`config.mk`:
```
export PLATFORM = sky130hd
export DESIGN_NAME = tfsdx_ctrl
export DESIGN_NICKNAME = d
export VERILOG_FILES = /design/src/design/tfsdx_pkg.sv /design/src/design/tfsdx_ctrl.sv
export VERILOG_INCLUDE_DIRS = /design/src /design/src/design
export SDC_FILE = /design/constraint.sdc
export NUM_CORES = 1
export LEC_CHECK = 0
export ABC_AREA = 1
export BUFFER_PORTS_ARGS = -buffer_cell sky130_fd_sc_hd__buf_2
export CORE_MARGIN = 8
export CORE_UTILIZATION = 45
export CTS_CLUSTER_SIZE = 14
export DETAILED_ROUTE_END_ITERATION = 8
export PLACE_DENSITY = 0.74
export SLEW_MARGIN = 15
export SYNTH_ARGS = -nofsm -noshare
export SYNTH_HDL_FRONTEND = slang
export SYNTH_SLANG_ARGS = --single-unit
```
`constraint.sdc`:
```
create_clock -name clk_i -period 1.25 [get_ports clk_i]
set_input_delay 0 -clock clk_i [delete_from_list [all_inputs] [get_ports clk_i]]
set_output_delay 0 -clock clk_i [all_outputs]
set_load 0.01 [all_outputs]
```
`src/design/text_formatter_s_d_x_defines.svh`:
```
// ----------------------------------------------------------------------------
// text_formatter_s_d_x defines
// Assertion macros shared by the formatter RTL. Empty under synthesis.
// ----------------------------------------------------------------------------
`ifndef TEXT_FORMATTER_S_D_X_DEFINES_SVH
`define TEXT_FORMATTER_S_D_X_DEFINES_SVH

`ifndef SYNTHESIS

// property must hold at every clock edge outside reset
`define TFSDX_ASSERT(lbl, clk, rstn, prop) \
  lbl: assert property (@(posedge clk) disable iff (!rstn) prop) \
    else $error("tfsdx assertion failed");

// expression must never be true outside reset
`define TFSDX_ASSERT_NEVER(lbl, clk, rstn, expr) \
  lbl: assert property (@(posedge clk) disable iff (!rstn) !(expr)) \
    else $error("tfsdx forbidden condition seen");

`else

`define TFSDX_ASSERT(lbl, clk, rstn, prop)
`define TFSDX_ASSERT_NEVER(lbl, clk, rstn, expr)

`endif

`endif

```
`src/design/tfsdx_pkg.sv`:
```
// ----------------------------------------------------------------------------
// tfsdx_pkg
// Types, constants and character helpers for the %s/%d/%x text formatter.
// ----------------------------------------------------------------------------
package tfsdx_pkg;

  localparam int unsigned CmdW      = 3;
  localparam int unsigned ByteW     = 8;
  localparam int unsigned ArgW      = 32;
  localparam int unsigned CountW    = 31;
  localparam int unsigned DigitsMax = 10;
  localparam int unsigned KW        = 4;
  localparam int unsigned NullLen   = 6;

  localparam logic [CountW-1:0] CountMax   = '1;
  localparam logic [ArgW-1:0]   RecipTen   = 32'hCCCC_CCCD;
  localparam int unsigned       RecipShift = 35;

  localparam logic [ByteW-1:0] ChPct   = 8'h25;
  localparam logic [ByteW-1:0] ChS     = 8'h73;
  localparam logic [ByteW-1:0] ChD     = 8'h64;
  localparam logic [ByteW-1:0] ChX     = 8'h78;
  localparam logic [ByteW-1:0] ChMinus = 8'h2d;

  typedef enum logic [CmdW-1:0] {
    CMD_FMT      = 3'd0,
    CMD_INT      = 3'd1,
    CMD_STR_BYTE = 3'd2,
    CMD_STR_END  = 3'd3,
    CMD_NULL     = 3'd4,
    CMD_FMT_END  = 3'd5
  } cmd_e;

  typedef enum logic [1:0] {
    AW_NONE = 2'd0,
    AW_STR  = 2'd1,
    AW_DEC  = 2'd2,
    AW_HEX  = 2'd3
  } await_e;

  typedef enum logic [2:0] {
    SEL_PCT,
    SEL_BYTE,
    SEL_NULL,
    SEL_MINUS,
    SEL_DIGIT,
    SEL_EMPTY,
    SEL_ERR
  } sel_e;

  typedef enum logic [3:0] {
    ST_IDLE,
    ST_PCT,
    ST_BYTE,
    ST_DIV,
    ST_SIGN,
    ST_DIGITS,
    ST_NULL,
    ST_ERR,
    ST_EMPTY
  } state_e;

  typedef struct packed {
    logic in_ready;
    logic ld_num;
    logic num_dec;
    logic div_step;
    logic emit;
    sel_e sel;
    logic last;
    logic cnt_clr;
  } ctrl_cmd_t;

  typedef struct packed {
    logic   in_valid;
    cmd_e   in_cmd;
    logic   in_is_pct;
    await_e in_conv;
    logic   item_fmt_end;
    logic   item_is_pct;
    logic   neg;
    logic   div_done;
    logic   k_nz;
    logic   k_last;
    logic   null_last;
    logic   out_free;
  } dp_status_t;

  function automatic logic [ByteW-1:0] digit_char(input logic [3:0] nib);
    logic [ByteW-1:0] ext;
    ext = {4'b0, nib};
    if (nib < 4'd10) begin
      return 8'h30 + ext;
    end
    return 8'h57 + ext;
  endfunction

  function automatic logic [ByteW-1:0] null_char(input logic [2:0] idx);
    logic [ByteW-1:0] ch;
    case (idx)
      3'd0:    ch = 8'h28;  // (
      3'd1:    ch = 8'h6e;  // n
      3'd2:    ch = 8'h75;  // u
      3'd3:    ch = 8'h6c;  // l
      3'd4:    ch = 8'h6c;  // l
      3'd5:    ch = 8'h29;  // )
      default: ch = 8'h00;
    endcase
    return ch;
  endfunction

endpackage

```
`src/design/tfsdx_ctrl.sv`:
```
// ----------------------------------------------------------------------------
// tfsdx_ctrl
// Controller: decodes items against the conversion state and sequences
// character emission, digit generation and error results.
// ----------------------------------------------------------------------------
`include "text_formatter_s_d_x_defines.svh"

module tfsdx_ctrl (
  input  logic                  clk_i,
  input  logic                  rst_ni,
  input  tfsdx_pkg::dp_status_t status_i,
  output tfsdx_pkg::ctrl_cmd_t  cmd_o
);

  tfsdx_pkg::state_e state_q, state_d;
  tfsdx_pkg::await_e await_q, await_d;
  logic              pct_q, pct_d;

  always_ff @(posedge clk_i or negedge rst_ni) begin
    if (!rst_ni) begin
      state_q <= tfsdx_pkg::ST_IDLE;
      await_q <= tfsdx_pkg::AW_NONE;
      pct_q   <= 1'b0;
    end else begin
      state_q <= state_d;
      await_q <= await_d;
      pct_q   <= pct_d;
    end
  end

  always_comb begin
    state_d        = state_q;
    await_d        = await_q;
    pct_d          = pct_q;
    cmd_o          = '0;
    cmd_o.sel      = tfsdx_pkg::SEL_EMPTY;

    case (state_q)
      tfsdx_pkg::ST_IDLE: begin
        cmd_o.in_ready = 1'b1;
        if (status_i.in_valid) begin
          case (status_i.in_cmd)
            tfsdx_pkg::CMD_FMT: begin
              if (await_q != tfsdx_pkg::AW_NONE) begin
                state_d = tfsdx_pkg::ST_ERR;
              end else if (pct_q) begin
                if (status_i.in_conv != tfsdx_pkg::AW_NONE) begin
                  await_d = status_i.in_conv;
                  pct_d   = 1'b0;
                end else begin
                  // stray percent is printed, byte then taken as fresh text
                  pct_d   = status_i.in_is_pct;
                  state_d = tfsdx_pkg::ST_PCT;
                end
              end else if (status_i.in_is_pct) begin
                pct_d = 1'b1;
              end else begin
                state_d = tfsdx_pkg::ST_BYTE;
              end
            end
            tfsdx_pkg::CMD_INT: begin
              if (await_q == tfsdx_pkg::AW_DEC || await_q == tfsdx_pkg::AW_HEX) begin
                cmd_o.ld_num  = 1'b1;
                cmd_o.num_dec = (await_q == tfsdx_pkg::AW_DEC);
                await_d       = tfsdx_pkg::AW_NONE;
                state_d       = tfsdx_pkg::ST_DIV;
              end else begin
                state_d = tfsdx_pkg::ST_ERR;
              end
            end
            tfsdx_pkg::CMD_STR_BYTE: begin
              if (await_q == tfsdx_pkg::AW_STR) begin
                state_d = tfsdx_pkg::ST_BYTE;
              end else begin
                state_d = tfsdx_pkg::ST_ERR;
              end
            end
            tfsdx_pkg::CMD_STR_END: begin
              if (await_q == tfsdx_pkg::AW_STR) begin
                await_d = tfsdx_pkg::AW_NONE;
              end else begin
                state_d = tfsdx_pkg::ST_ERR;
              end
            end
            tfsdx_pkg::CMD_NULL: begin
              if (await_q == tfsdx_pkg::AW_STR) begin
                await_d = tfsdx_pkg::AW_NONE;
                state_d = tfsdx_pkg::ST_NULL;
              end else begin
                state_d = tfsdx_pkg::ST_ERR;
              end
            end
            tfsdx_pkg::CMD_FMT_END: begin
              if (await_q != tfsdx_pkg::AW_NONE) begin
                state_d = tfsdx_pkg::ST_ERR;
              end else begin
                pct_d   = 1'b0;
                state_d = pct_q ? tfsdx_pkg::ST_PCT : tfsdx_pkg::ST_EMPTY;
              end
            end
            default: begin
              state_d = tfsdx_pkg::ST_ERR;
            end
          endcase
        end
      end

      tfsdx_pkg::ST_PCT: begin
        if (status_i.out_free) begin
          cmd_o.emit = 1'b1;
          cmd_o.sel  = tfsdx_pkg::SEL_PCT;
          if (status_i.item_fmt_end) begin
            cmd_o.last    = 1'b1;
            cmd_o.cnt_clr = 1'b1;
            state_d       = tfsdx_pkg::ST_IDLE;
          end else if (status_i.item_is_pct) begin
            cmd_o.last = 1'b1;
            state_d    = tfsdx_pkg::ST_IDLE;
          end else begin
            state_d = tfsdx_pkg::ST_BYTE;
          end
        end
      end

      tfsdx_pkg::ST_BYTE: begin
        if (status_i.out_free) begin
          cmd_o.emit = 1'b1;
          cmd_o.sel  = tfsdx_pkg::SEL_BYTE;
          cmd_o.last = 1'b1;
          state_d    = tfsdx_pkg::ST_IDLE;
        end
      end

      tfsdx_pkg::ST_DIV: begin
        cmd_o.div_step = 1'b1;
        if (status_i.div_done) begin
          state_d = status_i.neg ? tfsdx_pkg::ST_SIGN : tfsdx_pkg::ST_DIGITS;
        end
      end

      tfsdx_pkg::ST_SIGN: begin
        if (status_i.out_free) begin
          cmd_o.emit = 1'b1;
          cmd_o.sel  = tfsdx_pkg::SEL_MINUS;
          state_d    = tfsdx_pkg::ST_DIGITS;
        end
      end

      tfsdx_pkg::ST_DIGITS: begin
        if (status_i.out_free) begin
          cmd_o.emit = 1'b1;
          cmd_o.sel  = tfsdx_pkg::SEL_DIGIT;
          cmd_o.last = status_i.k_last;
          if (status_i.k_last) begin
            state_d = tfsdx_pkg::ST_IDLE;
          end
        end
      end

      tfsdx_pkg::ST_NULL: begin
        if (status_i.out_free) begin
          cmd_o.emit = 1'b1;
          cmd_o.sel  = tfsdx_pkg::SEL_NULL;
          cmd_o.last = status_i.null_last;
          if (status_i.null_last) begin
            state_d = tfsdx_pkg::ST_IDLE;
          end
        end
      end

      tfsdx_pkg::ST_ERR: begin
        if (status_i.out_free) begin
          cmd_o.emit = 1'b1;
          cmd_o.sel  = tfsdx_pkg::SEL_ERR;
          cmd_o.last = 1'b1;
          state_d    = tfsdx_pkg::ST_IDLE;
        end
      end

      tfsdx_pkg::ST_EMPTY: begin
        if (status_i.out_free) begin
          cmd_o.emit    = 1'b1;
          cmd_o.sel     = tfsdx_pkg::SEL_EMPTY;
          cmd_o.last    = 1'b1;
          cmd_o.cnt_clr = 1'b1;
          state_d       = tfsdx_pkg::ST_IDLE;
        end
      end

      default: begin
        state_d = tfsdx_pkg::ST_IDLE;
      end
    endcase
  end

  `TFSDX_ASSERT_NEVER(a_emit_needs_room, clk_i, rst_ni, cmd_o.emit && !status_i.out_free)
  `TFSDX_ASSERT_NEVER(a_await_no_pct, clk_i, rst_ni, (await_q != tfsdx_pkg::AW_NONE) && pct_q)
  `TFSDX_ASSERT(a_digits_left, clk_i, rst_ni, (state_q == tfsdx_pkg::ST_DIGITS) |-> status_i.k_nz)

endmodule

```
==> run_summary.xml <==
<?xml version="1.0" encoding="UTF-8"?>
<metrics>
  <group name="finish">
    <metric name="areaGrowthSynthToFinish" unit="%">58.68</metric>
    <metric name="stdcell_area" unit="µm²">1441</metric>
    <metric name="finalNonFillerCells" unit="">244</metric>
    <metric name="final_util" unit="%">74.23</metric>
    <metric name="final_net_count" unit="">235</metric>
    <metric name="number_of_diodes_added_for_antenna_fixing" unit="">0</metric>
    <metric name="drive_gt1_share" unit="%">48.39</metric>
  </group>
  <group name="logic_synthesis">
    <metric name="yosys.cell_types.count" unit="">24</metric>
    <metric name="yosysSeqAreaShare" unit="%">19.28</metric>
    <metric name="syn_area" unit="µm²">908.4</metric>
    <metric name="number_of_cells_produced_by_synthesis" unit="">165</metric>
    <metric name="synth.area.top_cells" unit="">nand2_1, dfrtp_1, inv_1</metric>
    <metric name="synth_area_per_cell" unit="µm²">5.505</metric>
    <metric name="synthesis.yosys.warnings" unit="">0</metric>
    <metric name="synth_area_leader_cell" unit="">nand2_1</metric>
    <metric name="syn_nets" unit="">182</metric>
    <metric name="synth-seq-cells" unit="">7</metric>
    <metric name="synthDominantCellAreaShare" unit="%">21.07</metric>
  </group>
  <group name="critical_path">
    <metric name="critical_path.startpoint_type" unit="">flop</metric>
    <metric name="worst_setup_path_end_kind" unit="">output port</metric>
    <metric name="cp_data_required_time" unit="ns">1.25</metric>
    <metric name="path_delay_family" unit="">simple AND/OR/NAND/NOR gates</metric>
    <metric name="cp_bufs_invs" unit="">2</metric>
    <metric name="criticalPathCategory" unit="">flop to output port</metric>
    <metric name="max_incr_delay_on_cp" unit="ns">0.47</metric>
    <metric name="arrival_worst_endpoint" unit="ns">1.52</metric>
    <metric name="cpMaxStageDelayCell" unit="">dfrtp_2</metric>
    <metric name="cp_max_fo" unit="">5</metric>
    <metric name="reg_to_reg_slack_setup" unit="ns">-0.26</metric>
    <metric name="cp_cell_sequence" unit="">nor2_4 &gt; nand2_2 &gt; clkinv_4 &gt; nand2_4 &gt; nor4_4 &gt; buf_2</metric>
  </group>
  <group name="detailed_routing">
    <metric name="vias" unit="">1309</metric>
    <metric name="number_of_design_rule_violations_left_by_the_first_detailed_router_iteration" unit="">46</metric>
    <metric name="vias_per_cell" unit="">5.365</metric>
    <metric name="detail_route.wirelength" unit="µm">3365</metric>
    <metric name="detailedRoute.firstPassIterationCount" unit="">4</metric>
    <metric name="ant_nets" unit="">0</metric>
    <metric name="drt_drc" unit="">0</metric>
    <metric name="wire_per_inst" unit="µm">13.79</metric>
  </group>
  <group name="pwr">
    <metric name="power_density_over_cell_area" unit="nW/µm²">2183</metric>
    <metric name="irDropWorstVdd" unit="mV">1.799</metric>
    <metric name="switchingPower" unit="mW">1.607</metric>
    <metric name="power.internal" unit="mW">1.538</metric>
    <metric name="share_clk_of_total_power" unit="%">6.1</metric>
    <metric name="power.share.switching" unit="%">51.10</metric>
    <metric name="p_seq_share" unit="%">16.0</metric>
    <metric name="power_leakage" unit="nW">0.7781</metric>
    <metric name="p_comb_share" unit="%">77.9</metric>
  </group>
  <group name="clock_tree">
    <metric name="clkLatencyLatePin" unit="ns">0.24</metric>
    <metric name="clockRootBuffer" unit="">clkbuf_4</metric>
    <metric name="clk_pin_slew" unit="ns">0.05</metric>
    <metric name="clock_path_buffers" unit="">2</metric>
    <metric name="cts_tree" unit="">yes</metric>
    <metric name="cts-htree-levels" unit="">1</metric>
    <metric name="cts_made_buffers" unit="">3</metric>
    <metric name="cts.sinks" unit="">7</metric>
  </group>
  <group name="timing">
    <metric name="worst_pin_slew" unit="ns">0.3442</metric>
    <metric name="fin_worst_skew" unit="ns">0.001927</metric>
    <metric name="timing.final.max_slew_violations" unit="">0</metric>
    <metric name="rsz0062_at_grt" unit="">yes</metric>
    <metric name="min_period_over_period" unit="%">121.9</metric>
    <metric name="finalSetupTns" unit="ns">-2.891</metric>
    <metric name="min_clock_period_post_route" unit="ns">1.523</metric>
    <metric name="max-slew-margin-rel" unit="%">77.03</metric>
    <metric name="fmaxAchievable" unit="MHz">656.4</metric>
    <metric name="finalWorstSetupSlack" unit="ns">-0.2734</metric>
    <metric name="final_setup_violation_count" unit="">16</metric>
    <metric name="finalHoldViolCount" unit="">0</metric>
  </group>
  <group name="grt">
    <metric name="grt_antenna_before_repair" unit="">0</metric>
    <metric name="grt_pass1_wl" unit="µm">5292</metric>
    <metric name="first_global_vias" unit="">1215</metric>
    <metric name="grt_max_degree" unit="">9</metric>
    <metric name="gr-usage-all-layers" unit="%">18.30</metric>
    <metric name="global_route.overflow_total" unit="">0</metric>
  </group>
  <group name="run_status">
    <metric name="failed_checks" unit="">setup timing</metric>
    <metric name="run_status" unit="">finished, violations left</metric>
  </group>
  <group name="placement">
    <metric name="dp_hpwl" unit="µm">2206</metric>
    <metric name="count_of_input_and_output_buffers" unit="">25</metric>
    <metric name="placement.cell_area" unit="µm²">1167</metric>
    <metric name="globalplace.congestion" unit="">0.9198</metric>
    <metric name="place_inst" unit="">230</metric>
  </group>
  <group name="hold_path">
    <metric name="hold_path_class" unit="">primary input to flop</metric>
  </group>
  <group name="die">
    <metric name="ports_placed_on_the_boundary" unit="">27</metric>
    <metric name="fp.dieArea" unit="µm²">3712</metric>
    <metric name="core_area" unit="µm²">1942</metric>
    <metric name="die_w" unit="µm">60.93</metric>
    <metric name="floorplan.rows" unit="">16</metric>
    <metric name="start_util" unit="%">46.78</metric>
    <metric name="die-height" unit="µm">60.93</metric>
  </group>
  <group name="run">
    <metric name="timing.max_cap.violations" unit="">0</metric>
  </group>
</metrics>
[routing by layer]
metal / wire length, µm / track usage, % / share of wire, %
met5: 0 / 0 / 0
met4: 45 / 5.980 / 1.3
met3: 177 / 2.331 / 5.3
met2: 1697 / 31.37 / 50
met1: 1444 / 22.81 / 43
[cell type report]
cell class,count,area (µm²)
repair buffers,49,329.1
inverters,28,110.1
fillers,138,500.5
clock buffers,4,26.28
multi-input cells,129,760.7
well taps,27,33.78
flip-flops and latches,7,181.4
[sequential cells by signal (all words and copies together) (netlist names)]
register	count
state_q	4
pct_q	1
await_q	2
[worst min-delay path: stages]
cell	delay, ns
buf_2	0.10
nand3_1	0.07
o21ai_1	0.07
[stage by stage]
stage | worst slack, ns | hold WS [ns] | total power [mW]
4_1_cts | -0.1908 | 0.04297 | 2.800
3_5_place_dp | -0.1760 | -0.1646 | 2.181
6_report | -0.2734 | 0.04522 | 3.146
2_1_floorplan | 0.004030 | -0.2956 | 1.502
3_3_place_gp | -0.1332 | -0.1661 | 2.146
5_1_grt | -0.3365 | 0.05296 | 3.381
[power by group through the flow]
stage	Sequential, mW	Clock (mW)	Combinational (mW)
after floorplan	0.421	0	1.08
after global placement	0.439	0	1.71
after detailed placement	0.447	0	1.73
after CTS	0.481	0.203	2.12
after global routing	0.511	0.219	2.65
final	0.502	0.193	2.45
[Yosys cell counts]
| master | count |
|---|---|
| nor3b_1 | 1 |
| or2_1 | 1 |
| o21ai_0 | 5 |
| clkinv_2 | 1 |
| inv_2 | 3 |
| nor2_1 | 20 |
| nor3_1 | 4 |
| o22ai_1 | 1 |
| buf_2 | 1 |
| nor2_4 | 2 |
| nor2_2 | 5 |
| o2111ai_1 | 1 |
| o31ai_1 | 1 |
| nand2_2 | 7 |
| nand2_1 | 51 |
| nand3_1 | 11 |
| nand3_2 | 3 |
| a21oi_1 | 7 |
| inv_1 | 24 |
| nand4_1 | 2 |
| nor4_1 | 1 |
| o21ai_1 | 3 |
| nand3b_1 | 3 |
| dfrtp_1 | 7 |
[cells by family after synthesis]
group                  after synthesis  share of synthesized area [%]
DFF                                  7                          19.28
buffers and inverters               29                          12.26
and+or+nand+nor                    111                          57.71
AOI/OAI and AO/OA                   18                          10.74
[worst paths after layout]
kind | end | from | cells after the start
worst max-delay path | cmd_o[7] | state_q[1] | 6
worst min-delay path | await_q[0] | status_i[8] | 3
worst max register to register | state_q[1] | state_q[1] | 9
worst min register to register | state_q[3] | state_q[3] | 2
max in group asynchronous | state_q[1] | rst_ni | 2
min in group asynchronous | await_q[1] | rst_ni | 2
[cells in the final DEF (no fill, tap or decap), types with 4 or more instances in the layout]
| cell type | count |
|---|---|
| nand3_2 | 4 |
| buf_6 | 5 |
| inv_1 | 18 |
| inv_2 | 9 |
| buf_2 | 24 |
| nor2_1 | 14 |
| a21oi_1 | 6 |
| buf_4 | 19 |
| nor2_2 | 5 |
| nand3_1 | 9 |
| nand2_1 | 45 |
| nor2_4 | 8 |
| dfrtp_2 | 5 |
| nand2_2 | 10 |
[what timing repair did]
item,4_1_cts,5_1_grt
endpoints found under the setup margin,17,17
hold endpoints to repair,7,0
pin swaps,9,7
hold buffers,1,0
buffers inserted,5,4
gates resized for setup,37,15
Power figures use the tool's default switching activity.
